$ cat src/design/tfst_pkg.sv
// ----------------------------------------------------------------------------
// tfst_pkg
// Shared types and constants for the TCP flow statistics table: table size,
// result status codes, controller states and the command/status bundles
// between controller and datapath.
// ----------------------------------------------------------------------------
package tfst_pkg;

  // Table geometry
  localparam int FLOW_ENTRIES = 64;
  localparam int IDX_W        = $clog2(FLOW_ENTRIES);
  localparam int CNT_W        = $clog2(FLOW_ENTRIES + 1);

  // Field widths
  localparam int PROTO_W = 8;
  localparam int IP_W    = 32;
  localparam int PORT_W  = 16;
  localparam int LEN_W   = 16;
  localparam int CTR_W   = 32;

  localparam logic [PROTO_W-1:0] PROTO_RESET = 8'd6;  // TCP

  // Actions
  localparam logic ACT_COUNT = 1'b0;
  localparam logic ACT_READ  = 1'b1;

  // Result status codes
  typedef enum logic [2:0] {
    ST_IGNORED    = 3'd0,
    ST_HIT        = 3'd1,
    ST_NEW        = 3'd2,
    ST_FULL       = 3'd3,
    ST_READ_OK    = 3'd4,
    ST_READ_EMPTY = 3'd5
  } status_e;

  // Controller states
  typedef enum logic [2:0] {
    S_IDLE,
    S_DECODE,
    S_SEARCH,
    S_HIT,
    S_MISS,
    S_READ
  } state_e;

  typedef struct packed {
    logic [IP_W-1:0]   sip;
    logic [IP_W-1:0]   dip;
    logic [PORT_W-1:0] sport;
    logic [PORT_W-1:0] dport;
  } key_t;

  typedef struct packed {
    key_t             key;
    logic [CTR_W-1:0] pkt;
    logic [CTR_W-1:0] byt;
  } entry_t;

  // Controller -> datapath
  typedef struct packed {
    logic    load_in;      // capture input transfer, clear scan address
    logic    rd_en;        // table read, data registered next cycle
    logic    rd_sel_ridx;  // read at read_index instead of scan address
    logic    wr_hit;       // write updated counters of matched entry
    logic    wr_new;       // allocate next free entry
    logic    res_ld;       // load output register
    status_e res_sel;      // which result to form
  } cmd_t;

  // Datapath -> controller
  typedef struct packed {
    logic act_read;     // captured action is a read
    logic proto_match;  // captured protocol equals counted protocol
    logic ridx_valid;   // read index below fill count
    logic scan_end;     // scan address reached fill count
    logic key_match;    // registered entry key equals captured key
    logic full;         // no free entry left
    logic out_free;     // output register can take a result
  } status_t;

endpackage

$ cat src/design/tfst_ctrl.sv
// ----------------------------------------------------------------------------
// tfst_ctrl
// Controller of the flow table: sequences decode, linear key search over the
// used entries, counter update or allocation, and table reads.
// ----------------------------------------------------------------------------
module tfst_ctrl import tfst_pkg::*; (
  input  logic    clk_i,
  input  logic    rst_ni,
  input  logic    in_valid_i,
  output logic    in_stall_o,
  input  status_t sts_i,
  output cmd_t    cmd_o
);

  state_e state_q, state_d;
  logic   cmp_v_q, cmp_v_d;  // registered read data holds a scanned entry

  // State register
  always_ff @(posedge clk_i or negedge rst_ni) begin
    if (!rst_ni) begin
      state_q <= S_IDLE;
      cmp_v_q <= 1'b0;
    end else begin
      state_q <= state_d;
      cmp_v_q <= cmp_v_d;
    end
  end

  // Next state and commands
  always_comb begin
    state_d           = state_q;
    cmp_v_d           = 1'b0;
    cmd_o             = '0;
    cmd_o.res_sel     = ST_IGNORED;
    in_stall_o        = 1'b1;
    case (state_q)
      S_IDLE: begin
        in_stall_o = 1'b0;
        if (in_valid_i) begin
          cmd_o.load_in = 1'b1;
          state_d       = S_DECODE;
        end
      end
      S_DECODE: begin
        if (sts_i.act_read) begin
          if (sts_i.ridx_valid) begin
            cmd_o.rd_en       = 1'b1;
            cmd_o.rd_sel_ridx = 1'b1;
            state_d           = S_READ;
          end else if (sts_i.out_free) begin
            cmd_o.res_ld  = 1'b1;
            cmd_o.res_sel = ST_READ_EMPTY;
            state_d       = S_IDLE;
          end
        end else if (!sts_i.proto_match) begin
          if (sts_i.out_free) begin
            cmd_o.res_ld  = 1'b1;
            cmd_o.res_sel = ST_IGNORED;
            state_d       = S_IDLE;
          end
        end else begin
          state_d = S_SEARCH;
        end
      end
      S_SEARCH: begin
        // compare previous read, issue next one
        if (cmp_v_q && sts_i.key_match) begin
          state_d = S_HIT;
        end else if (!sts_i.scan_end) begin
          cmd_o.rd_en = 1'b1;
          cmp_v_d     = 1'b1;
        end else begin
          state_d = S_MISS;
        end
      end
      S_HIT: begin
        if (sts_i.out_free) begin
          cmd_o.wr_hit  = 1'b1;
          cmd_o.res_ld  = 1'b1;
          cmd_o.res_sel = ST_HIT;
          state_d       = S_IDLE;
        end
      end
      S_MISS: begin
        if (sts_i.out_free) begin
          cmd_o.res_ld = 1'b1;
          if (sts_i.full) begin
            cmd_o.res_sel = ST_FULL;
          end else begin
            cmd_o.wr_new  = 1'b1;
            cmd_o.res_sel = ST_NEW;
          end
          state_d = S_IDLE;
        end
      end
      S_READ: begin
        if (sts_i.out_free) begin
          cmd_o.res_ld  = 1'b1;
          cmd_o.res_sel = ST_READ_OK;
          state_d       = S_IDLE;
        end
      end
      default: begin
        state_d = S_IDLE;
      end
    endcase
  end

endmodule

$ cat config.mk
export PLATFORM = sky130hd
export DESIGN_NAME = tfst_ctrl
export DESIGN_NICKNAME = d
export VERILOG_FILES = /design/src/design/tfst_pkg.sv /design/src/design/tfst_ctrl.sv
export SDC_FILE = /design/constraint.sdc
export NUM_CORES = 1
export LEC_CHECK = 0
export BUFFER_PORTS_ARGS = -buffer_cell sky130_fd_sc_hd__buf_2
export CAP_MARGIN = 15
export CORE_AREA = 5 5 42 44
export DETAILED_ROUTE_END_ITERATION = 8
export DIE_AREA = 0 0 47 49
export GPL_TIMING_DRIVEN = 0
export PLACE_DENSITY = 0.63
export SYNTH_ARGS = -nofsm -noshare
export SYNTH_HDL_FRONTEND = slang
export SYNTH_SLANG_ARGS = --single-unit
$ cat constraint.sdc
create_clock -name clk_i -period 1.9 [get_ports clk_i]
set_clock_uncertainty 0.1 [all_clocks]
set_input_delay 0.19 -clock clk_i [delete_from_list [all_inputs] [get_ports clk_i]]
set_output_delay 0.19 -clock clk_i [all_outputs]
set_load 0.03 [all_outputs]
# --- Yosys cells after proc, flatten, opt, wreduce, memory -nomap -nowiden ---
# Cells that the tools add are included.
totals:
  reg_bits: 4
  latchBits: 0
  ram_bits: 0
  mem_bits_ro: 0
  inputBits: 10
  output_inout_bits: 10
  elab_cells: 45
  n_memories: 0
classes:
  add_sub_neg: 0
  mul: 0
  n_div: 0
  order_cmp: 0
  eq_ne: 7
  shifts: 0
  n_mux: 32
  bitwise_logic: 0
  reduce_logical: 4
ops:
  columns: ["cell", "n"]
  rows:
  - ["two-way mux 4 bit", 7]
  - ["two-way mux 3 bit", 7]
  - ["case mux 4 bit (4 select lines)", 1]
  - ["two-way mux 1 bit", 12]
  - ["case mux 3 bit (4 select lines)", 1]
  - ["equality test 3 x 2 -> 1 bit, second input constant", 2]
  - ["equality test 3 bit, second input constant", 2]
  - ["two-way mux 5 bit", 1]
  - ["two-way mux 2 bit", 2]
  - ["equality test 3 x 1 -> 1 bit, second input constant", 1]
  - ["logical NOT 3 bit", 1]
  - ["!= test 3 bit, second input constant", 1]
  - ["OR reduction 3 bit", 1]
  - ["!= test 2 bit, second input constant", 1]
  - ["case mux 1 bit (2 select lines)", 1]
  - ["AND reduction 2 bit", 1]
  - ["logical AND 1 bit", 1]

# --- Logic depth before layout (Yosys ltp) ---
# Gate-level depths: netlist of run 1.
depth:
  depth_word: 4
  depth_mapped: 5
  depth_no_buf: 3

# --- Worst setup path before layout of run 1 ---
# OpenSTA, ideal clock, no wires.
synth_timing:
  kind: "reg2out"
  start: "register state_q[0]"
  end: "output cmd_o[4] (netlist name)"
  arrival_time_ns: 1.562
  required_ns: 1.610
  slack_ns: 0.048
  path_stages_with_launch: 5
  n_path_buf: 1
  cell_sequence: "dfrtp_1 clkbuf_1 nor2_1 and3_1 nor2b_1"
synth_lines:
  columns: ["element", "line", "source"]
  rows:
  - ["from (decl)", "tfst_ctrl.sv:15", "state_e state_q, state_d;"]
  - ["from (signal assigned)", "tfst_ctrl.sv:24", "state_q <= state_d;"]
  - ["to (decl)", "tfst_ctrl.sv:12", "output cmd_t cmd_o"]

==> results of run 1 <==
==> cell type report <==
type / instances / area [µm²]
timing repair buffer: 20 / 105
buffer: 4 / 28.8
fill: 156 / 840
inverter: 4 / 15.0
sequential: 4 / 100
multi-input combinational: 43 / 270
clock buffer: 3 / 22.5
tap: 16 / 20.0
==> registers in the layout, indices dropped and copies added, names as in the netlist <==
| name | flops |
|---|---|
| state_q | 3 |
| cmp_v_q | 1 |
==> Yosys cell counts <==
cell      count
buf_6         1
nand2b_1      1
a32oi_1       1
o21ai_1       1
mux2i_1       1
nand4_1       1
clkbuf_1      3
or4_1         1
nor4_1        1
or3b_1        1
o211a_1       2
and3_1        2
nand2_1       4
nor3_1        1
nand3_1       3
inv_1         4
nor2_1        5
dfrtp_1       4
nor4bb_1      3
nor2b_1       4
a311oi_1      1
and2_1        1
a21o_1        1
a21oi_1       4
a221oi_1      1
o21ai_0       2
a31oi_1       1
==> power by group through the flow <==
stage	Sequential [mW]	Clock [mW]	Combinational [mW]
detailed placement	0.158	0	0.583
global placement	0.160	0	0.582
floorplan	0.150	0	0.452
CTS	0.158	0.111	0.589
global route	0.165	0.115	0.667
finish	0.158	0.106	0.602
==> critical path, delay by kind of cell, from the launching register on <==
kind                   cells  cell delay, ns
AOI/OAI and AO/OA          1            0.16
DFF                        1            0.40
and+or+nand+nor            2            0.27
buffers and inverters      2            0.44
==> worst paths after layout <==
check,from,endpoint
max,state_q[0]$_DFFE_PN0P_,cmd_o[7]
min,sts_i[3],state_q[2]$_DFFE_PN0P_
max reg2reg,state_q[2]$_DFFE_PN0P_,state_q[0]$_DFFE_PN0P_
min reg2reg,cmp_v_q$_DFF_PN0_,state_q[2]$_DFFE_PN0P_
max in group asynchronous,rst_ni,state_q[1]$_DFFE_PN0P_
min in group asynchronous,rst_ni,cmp_v_q$_DFF_PN0_
==> cell families after synthesis <==
| kind of cell | Yosys count |
|---|---|
| flops | 4 |
| simple gates | 28 |
| buf+inv | 8 |
| mux | 1 |
| compound gates | 14 |
==> timing repair <==
action | CTS | global route
resized for setup | 1 | 7
endpoints found under the hold margin | 4 | 0
endpoints found under the setup margin | 2 | 3
hold buffers | 1 | 0
==> metal layers <==
layer	global-route usage, %	share of wire (%)
met1	14.0	44
met2	15.4	49
met3	2.21	5.0
met4	5.53	1.5
met5	0	0
==> results.ini, run 1 <==
[layout]
synthToLayoutAreaGrowth_pct=38.6
final_common_cell=buf_2
final_cell_mix=buf_2 (19), nor2_1 (5)
num_antenna_cells=0
drive_above_1_share_pct=34.6
fin_nets=90
design_area_um2=562
postLayoutCoreUtil_pct=40.1
fin_cells=94

[sta]
worstMarginPinSlew_ns=0.265
period_share_pct=94.4
layout_min_cycle_time_ns=1.79
hold_viol=0
tns_ns=0
fmax_ghz=0.557
fin_hold_ws_ns=0.153
rsz0062_at_grt=false
setup_violations=0
slew_headroom_pct=82.2
slew_viol_final=0
worst_slack_ns=0.106

[power_and_ir_drop]
p_per_area_nw_per_um2=1540
p_switching_mw=0.441
ir_drop_mv=0.438
p_total_mw=0.866
leakagePower_nw=0.305
p_int_mw=0.425
swShare_pct=50.9
pwr-share-comb_pct=69.5
p_clk_share_pct=12.2
p_seq_share_pct=18.3

[worst_setup_path]
critPathCaptureType=primary output
max_stage_delay_ns=0.40
worst_setup_path_start_kind=flop
ff2ff_path_depth=4
reg2reg_slack_ns=0.34
critPathMaxFanout=10
critical_path.cell_chain=clkbuf_4 > nor2b_1 > nand3_1 > a21oi_1 > buf_2
path_class=reg -> out
critPathArrivalTime_ns=1.50
worstPathRequired_ns=1.61
slowest_stage=dfrtp_1

[clock_network]
clock_sinks=4
cts_tree=built
htreeDepth=1
numCtsBuffers=3
clk_pin_slew_ns=0.04
clock_path_buffers=2
clk_latency_ns=0.23
cts_setup_buffers=0
ctsRootBufferMaster=clkbuf_4

[worst_hold_path]
whs_path_depth=3
hold_path_class=in -> reg

[logic_synthesis]
synth-xor-area-share_pct=0
synth_fp_nets=65
avgSynthCellArea_um2=7.37
synth_top_area_share_pct=24.7
syn_area_um2=405
synth_top_cell_by_area=dfrtp_1
yosysSeqAreaShare_pct=24.7
synth_simple_gate_area_share_pct=40.1
synth_top_family_by_area=simple AND/OR/NAND/NOR gates
synth_cells=55
synthTopCellsByArea=dfrtp_1 (25%), nor4bb_1 (7.4%), nor2b_1 (6.2%)
ys_warn_count=0
ys_ff_latch=4
synth-compound-area-share_pct=23.5
synthAdderAreaFrac_pct=0
netlist-cell-type-count=27
synthMuxAreaShare_pct=2.47

[route]
drt_iter0_drc=14
wl_per_cell_um=11.1
drc_errors=0
avgViaCountPerCell=5.14
ant_nets=0
dr.pass1.iters=4
via_count=483
drt_wl_total_um=1050

[grt]
grt_antenna_before_repair=0
grt_usage_pct=10.5
grt_pass1_wl_um=1830
grt_max_degree=11
grt_pass1_vias=465
gr-total-overflow=0

[placement]
dp.cells=90
pre_cts_ws_ns=0.188
place_congestion=0.770
place_area_um2=520
io_buffer_count=19
dp_hpwl_um=809

[floorplanning]
die_x_um=47
core_um2=1400
dieArea_um2=2300
fp-row-count=14
die_h_um=49
io_pins=20
start_util_pct=28.9

[status]
status=complete, no violations

[job]
maxCapViolCount=0

(Power assumes the default switching activity.)
==> inputs of run 2 (changes only) <==
--- a/config.mk
+++ b/config.mk
@@ -7,9 +7,9 @@
 export LEC_CHECK = 0
 export BUFFER_PORTS_ARGS = -buffer_cell sky130_fd_sc_hd__buf_2
 export CAP_MARGIN = 15
-export CORE_AREA = 5 5 42 44
+export CORE_AREA = 2 2 39 41
 export DETAILED_ROUTE_END_ITERATION = 8
-export DIE_AREA = 0 0 47 49
+export DIE_AREA = 0 0 41 43
 export GPL_TIMING_DRIVEN = 0
 export PLACE_DENSITY = 0.63
 export SYNTH_ARGS = -nofsm -noshare
==> constraint.sdc (replaced) <==
create_clock -name clk_i -period 2.12 [get_ports clk_i]
set_clock_uncertainty 0.1 [all_clocks]
set_input_delay 0.212 -clock clk_i [delete_from_list [all_inputs] [get_ports clk_i]]
set_output_delay 0.212 -clock clk_i [all_outputs]
set_load 0.03 [all_outputs]
==> run 2 against run 1 <==
  * Cell area is 2.2% lower
  * Final cell count is 1.1% lower
  * Register-to-register slack better by 0.12 ns
  * Worst hold slack better by 0.039 ns
  * Die area is 23% lower
  * Sequential share of layout area is 0.41 points higher
  * Count of clock-buffer cells in the layout stayed put
  * Clock power is 13% lower
  * Flip-flop and latch count stayed put
  * Critical endpoint unchanged
  * Largest cell class unchanged
  * Highest routed layer unchanged
==> results.ini, run 2 (synthesized netlist as in run 1, its figures left out) <==
[sta]
setup_violations=0  ; unchanged
fin_hold_ws_ns=0.192  ; +0.0385 ns
worst_slack_ns=0.189  ; +0.0824 ns
period_share_pct=91.1
slew_viol_final=0  ; unchanged
layout_min_cycle_time_ns=1.93
slew_headroom_pct=71.2  ; -11 points
hold_viol=0  ; unchanged
rsz0062_at_grt=false
tns_ns=0  ; unchanged
worstMarginPinSlew_ns=0.432  ; +0.167 ns
fmax_ghz=0.518

[clock_network]
ctsRootBufferMaster=clkbuf_4
clock_sinks=4  ; unchanged
clk_latency_ns=0.23  ; about the same
cts_tree=built
numCtsBuffers=3  ; unchanged
ctsResizeCount=0  ; -1
htreeDepth=1  ; unchanged
clk_pin_slew_ns=0.04  ; about the same
clock_path_buffers=2  ; unchanged

[layout]
reg.largest.list=state_q (3), cmp_v_q (1)
drive_above_1_share_pct=29.9  ; -4.7 points
final_cell_mix=buf_2 (19), nor2_1 (5)
largest_reg_flops=3  ; unchanged
fin_nets=89  ; -1.1%
design_area_um2=549  ; -2.2%
synthToLayoutAreaGrowth_pct=35.5
fillerInstances=163  ; +4.5%
final_common_cell=buf_2
largest-register=state_q
num_antenna_cells=0  ; unchanged

[route]
drt_wl_total_um=999  ; -4.5%
drt_iter0_drc=2  ; -12
avgViaCountPerCell=5.19  ; +1.1%
via_count=483  ; unchanged
dr.pass1.iters=4  ; unchanged
wl_per_cell_um=10.7  ; -3.5%
ant_nets=0  ; unchanged
drc_errors=0  ; unchanged

[power_and_ir_drop]
ir_drop_mv=0.386  ; -12%
p_total_mw=0.753  ; -13%
p_per_area_nw_per_um2=1370  ; -11%
leakagePower_nw=0.293  ; -3.9%

[worst_setup_path]
worstPathRequired_ns=1.81  ; +0.20 ns
r2r-start=state_q[0]$_DFFE_PN0P_
critPathCaptureType=primary output
critPathArrivalTime_ns=1.62  ; +0.12 ns
r2r_end=state_q[0]$_DFFE_PN0P_
reg2reg_slack_ns=0.46  ; +0.12 ns
worst_setup_path_start_kind=flop
ff2ff_path_depth=3  ; -1
path_class=reg -> out
critPathMaxFanout=10  ; unchanged

[grt]
grt_usage_pct=13.4  ; +2.9 points
grt_max_degree=11  ; unchanged
grt_pass1_vias=399  ; -14%
gr-total-overflow=0  ; unchanged
grt_antenna_before_repair=0  ; unchanged
grt_pass1_wl_um=1560  ; -15%

[placement]
place_congestion=0.817  ; +6.1%
dp_hpwl_um=760  ; -6.0%
pre_cts_ws_ns=0.394  ; +0.207 ns
place_area_um2=520  ; unchanged
io_buffer_count=19  ; unchanged

[worst_hold_path]
hold_start=sts_i[3]
whs_path_depth=3  ; unchanged
hold_path_class=in -> reg
holdPathEnd=state_q[2]$_DFFE_PN0P_

[floorplanning]
core_um2=1380  ; -1.2%
die_h_um=43  ; -12%
io_pins=20  ; unchanged
start_util_pct=29.3  ; +0.37 points
die_x_um=41  ; -13%
fp-row-count=14  ; unchanged
dieArea_um2=1760  ; -23%

[status]
status=complete, no violations

[job]
maxCapViolCount=0  ; unchanged

## run 2: repair_timing
action / CTS / global route
buffers inserted: 0 / 0
endpoints found under the setup margin: 0 / 2
hold buffers: 1 / 0
hold endpoints to repair: 4 / 0
## run 2: metal layers
layer  share of wire, %  track usage [%]
met3                5.2             4.71
met5                  0                0
met1                 46             16.6
met4                1.4             8.00
met2                 48             19.1
## run 2: power breakdown
part / switching [mW] / internal (mW)
clock: 0.0294 / 0.0632
combinational: 0.306 / 0.191
sequential: 0.0550 / 0.108
## run 2: worst max path at each step
stage / startpoint / endpoint / slack [ns] / cells past startpoint
after global routing: state_q[1]$_DFFE_PN0P_ / cmd_o[7] / 0.04 / 4
after floorplan: state_q[0]$_DFFE_PN0P_ / cmd_o[4] / 0.25 / 4
after global placement: state_q[0]$_DFFE_PN0P_ / cmd_o[0] / 0.39 / 5
after CTS: state_q[0]$_DFFE_PN0P_ / cmd_o[0] / 0.14 / 5
final: state_q[1]$_DFFE_PN0P_ / cmd_o[7] / 0.19 / 4
after detailed placement: state_q[0]$_DFFE_PN0P_ / cmd_o[0] / 0.39 / 5
## run 2: layout make-up
cell class	count	area, µm²	area share [%]
inverter	4	15.0	2.73
timing repair buffer	20	105	19.1
buffer	3	18.8	3.42
sequential	4	100	18.2
clock buffer	3	22.5	4.10
multi-input combinational	43	268	48.7
tap	16	20.0	3.64
## run 2: worst max-delay path, cell delays in order (launching register included)
cell and delay, ns:
dfrtp_1 0.46, clkbuf_1 0.35, nand3_1 0.19, a21oi_1 0.17, buf_2 0.21
## run 2: through the flow
step,std cells,utilization (%)
floorplan,55,-
global placement,90,37.6
detailed placement,90,37.6
CTS,94,40.0
global route,93,39.7
finish,93,39.7
==> inputs of run 3 (changes only) <==
--- a/config.mk
+++ b/config.mk
@@ -6,12 +6,12 @@
 export NUM_CORES = 1
 export LEC_CHECK = 0
 export BUFFER_PORTS_ARGS = -buffer_cell sky130_fd_sc_hd__buf_2
-export CAP_MARGIN = 15
+export CAP_MARGIN = 20
 export CORE_AREA = 2 2 39 41
 export DETAILED_ROUTE_END_ITERATION = 8
 export DIE_AREA = 0 0 41 43
 export GPL_TIMING_DRIVEN = 0
-export PLACE_DENSITY = 0.63
+export PLACE_DENSITY = 0.66
 export SYNTH_ARGS = -nofsm -noshare
 export SYNTH_HDL_FRONTEND = slang
 export SYNTH_SLANG_ARGS = --single-unit
==> run 3 against run 2 <==
  * Cell area unchanged
  * Routed wire length up 4.2%
  * Critical endpoint unchanged
  * Sequential power about the same
  * Largest cell class unchanged
  * Sequential share of layout area unchanged
  * Die area did not move
  * Count of clock-buffer cells in the layout unchanged
  * Flip-flop and latch count stayed put
  * Critical path depth unchanged
  * Final cell count unchanged
  * Clock power down 1%
==> results.ini, run 3 (synthesized netlist as in run 1, its figures left out) <==
[job]
maxCapViolCount=0  ; unchanged

[worst_setup_path]
worstPathRequired_ns=1.81  ; about the same
r2r-start=state_q[0]$_DFFE_PN0P_
critPathArrivalTime_ns=1.61  ; about the same
path_class=reg -> out
max_stage_delay_ns=0.46  ; about the same
critPathMaxFanout=10  ; unchanged
worst_setup_path_start_kind=flop
reg2reg_slack_ns=0.42  ; -0.04 ns
slowest_stage=dfrtp_1
ff2ff_path_depth=3  ; unchanged
critPathCaptureType=primary output
r2r_end=state_q[0]$_DFFE_PN0P_
critical_path.cell_chain=clkbuf_1 > nand3_1 > a21oi_1 > buf_2
setup.worst_path.start=state_q[1]$_DFFE_PN0P_

[sta]
tns_ns=0  ; unchanged
slew_headroom_pct=71.0  ; -0.19 points
rsz0062_at_grt=false
layout_min_cycle_time_ns=1.92  ; -0.0113 ns
fmax_ghz=0.521  ; +0.59%
worstMarginPinSlew_ns=0.435  ; +0.00285 ns
hold_viol=0  ; unchanged
slew_viol_final=0  ; unchanged
setup_violations=0  ; unchanged
worst_slack_ns=0.200  ; +0.0113 ns
period_share_pct=90.6  ; -0.53 points

[power_and_ir_drop]
ir_drop_mv=0.384  ; -0.70%
leakagePower_nw=0.293  ; unchanged
p_per_area_nw_per_um2=1390  ; +1.0%

[placement]
place_area_um2=520  ; unchanged
io_buffer_count=19  ; unchanged
dp_hpwl_um=814  ; +7.1%
place_congestion=0.818  ; +0.13%
pre_cts_ws_ns=0.372  ; -0.0218 ns

[grt]
grt_max_degree=11  ; unchanged
grt_pass1_wl_um=1830  ; +17%
grt_usage_pct=15.1  ; +1.7 points
grt_antenna_before_repair=0  ; unchanged
gr-total-overflow=0  ; unchanged
grt_pass1_vias=469  ; +18%

[route]
ant_nets=0  ; unchanged
drc_errors=0  ; unchanged
wl_per_cell_um=11.2  ; +4.2%
dr.pass1.iters=4  ; unchanged
drt_iter0_drc=7  ; +5
avgViaCountPerCell=5.16  ; -0.62%
drt_wl_total_um=1040  ; +4.2%
via_count=480  ; -0.62%

[clock_network]
cts_tree=built
ctsResizeCount=0  ; unchanged
clock_sinks=4  ; unchanged
cts_setup_buffers=0  ; unchanged
ctsRootBufferMaster=clkbuf_4
htreeDepth=1  ; unchanged
clk_latency_ns=0.23  ; about the same
numCtsBuffers=3  ; unchanged
clk_pin_slew_ns=0.03  ; about the same
clock_path_buffers=2  ; unchanged

[worst_hold_path]
hold_start=sts_i[3]
hold_path_class=in -> reg
whs_path_depth=3  ; unchanged
holdPathEnd=state_q[2]$_DFFE_PN0P_

[layout]
design_area_um2=549  ; unchanged
drive_above_1_share_pct=29.9  ; unchanged
synthToLayoutAreaGrowth_pct=35.5  ; unchanged
final_cell_mix=buf_2 (19), nor2_1 (5)
largest-register=state_q
fin_nets=89  ; unchanged
final_common_cell=buf_2
fillerInstances=153  ; -6.1%
num_antenna_cells=0  ; unchanged
seqCellArea_um2=100  ; unchanged
largest_reg_flops=3  ; unchanged
reg.largest.list=state_q (3), cmp_v_q (1)
multi_input_comb_area_um2=268  ; unchanged

[floorplanning]
die_h_um=43  ; unchanged
core_um2=1380  ; unchanged
dieArea_um2=1760  ; unchanged
start_util_pct=29.3  ; unchanged
die_x_um=41  ; unchanged
fp-row-count=14  ; unchanged
io_pins=20  ; unchanged

[status]
status=complete, no violations

## run 3: cell counts in the layout (fill, tap and decap cells not counted)
Identical to the previous run, type by type.
## run 3: worst max-delay path: cells and delay by family (launching register included)
kind                   cells  cell delay (ns)
AOI/OAI and AO/OA          1             0.17
buffers and inverters      2             0.56
DFF                        1             0.46
and+or+nand+nor            1             0.19
## run 3: timing repair
action,4_1_cts,5_1_grt
hold endpoints to repair,4,0
setup endpoints to repair,0,2
hold buffers,1,0
## run 3: final cells by class
| class | count | share of cell area, % |
|---|---|---|
| well taps | 16 | 3.64 |
| multi-input cells | 43 | 48.7 |
| inverters | 4 | 2.73 |
| plain buffers | 3 | 3.42 |
| repair buffers | 20 | 19.1 |
| flip-flops and latches | 4 | 18.2 |
| clock buffers | 3 | 4.10 |
## run 3: stage by stage
step	utilization [%]	std cells	power, mW	hold slack [ns]
5_1_grt	39.7	93	0.839	0.172
4_1_cts	40.0	94	0.772	0.167
2_1_floorplan	-	55	0.540	-0.184
3_5_place_dp	37.6	90	0.675	-0.0817
3_3_place_gp	37.6	90	0.662	-0.0808
6_report	39.7	93	0.761	0.178
## run 3: how the worst max path moves through the flow
stage	endpoint
6_report	cmd_o[7]
5_1_grt	cmd_o[7]
4_1_cts	cmd_o[0]
3_5_place_dp	cmd_o[0]
3_3_place_gp	cmd_o[0]
2_1_floorplan	cmd_o[4]
## run 3: where the power goes
part           internal [mW]  switching (mW)
Clock                 0.0631          0.0284
Sequential             0.108          0.0559
Combinational          0.192           0.314
Total                  0.363           0.398
## run 3: layer usage
layer,GRT usage [%],share of wire (%)
met1,17.8,46
met2,24.1,51
met3,4.71,3.6
met4,6.00,0
met5,0,0
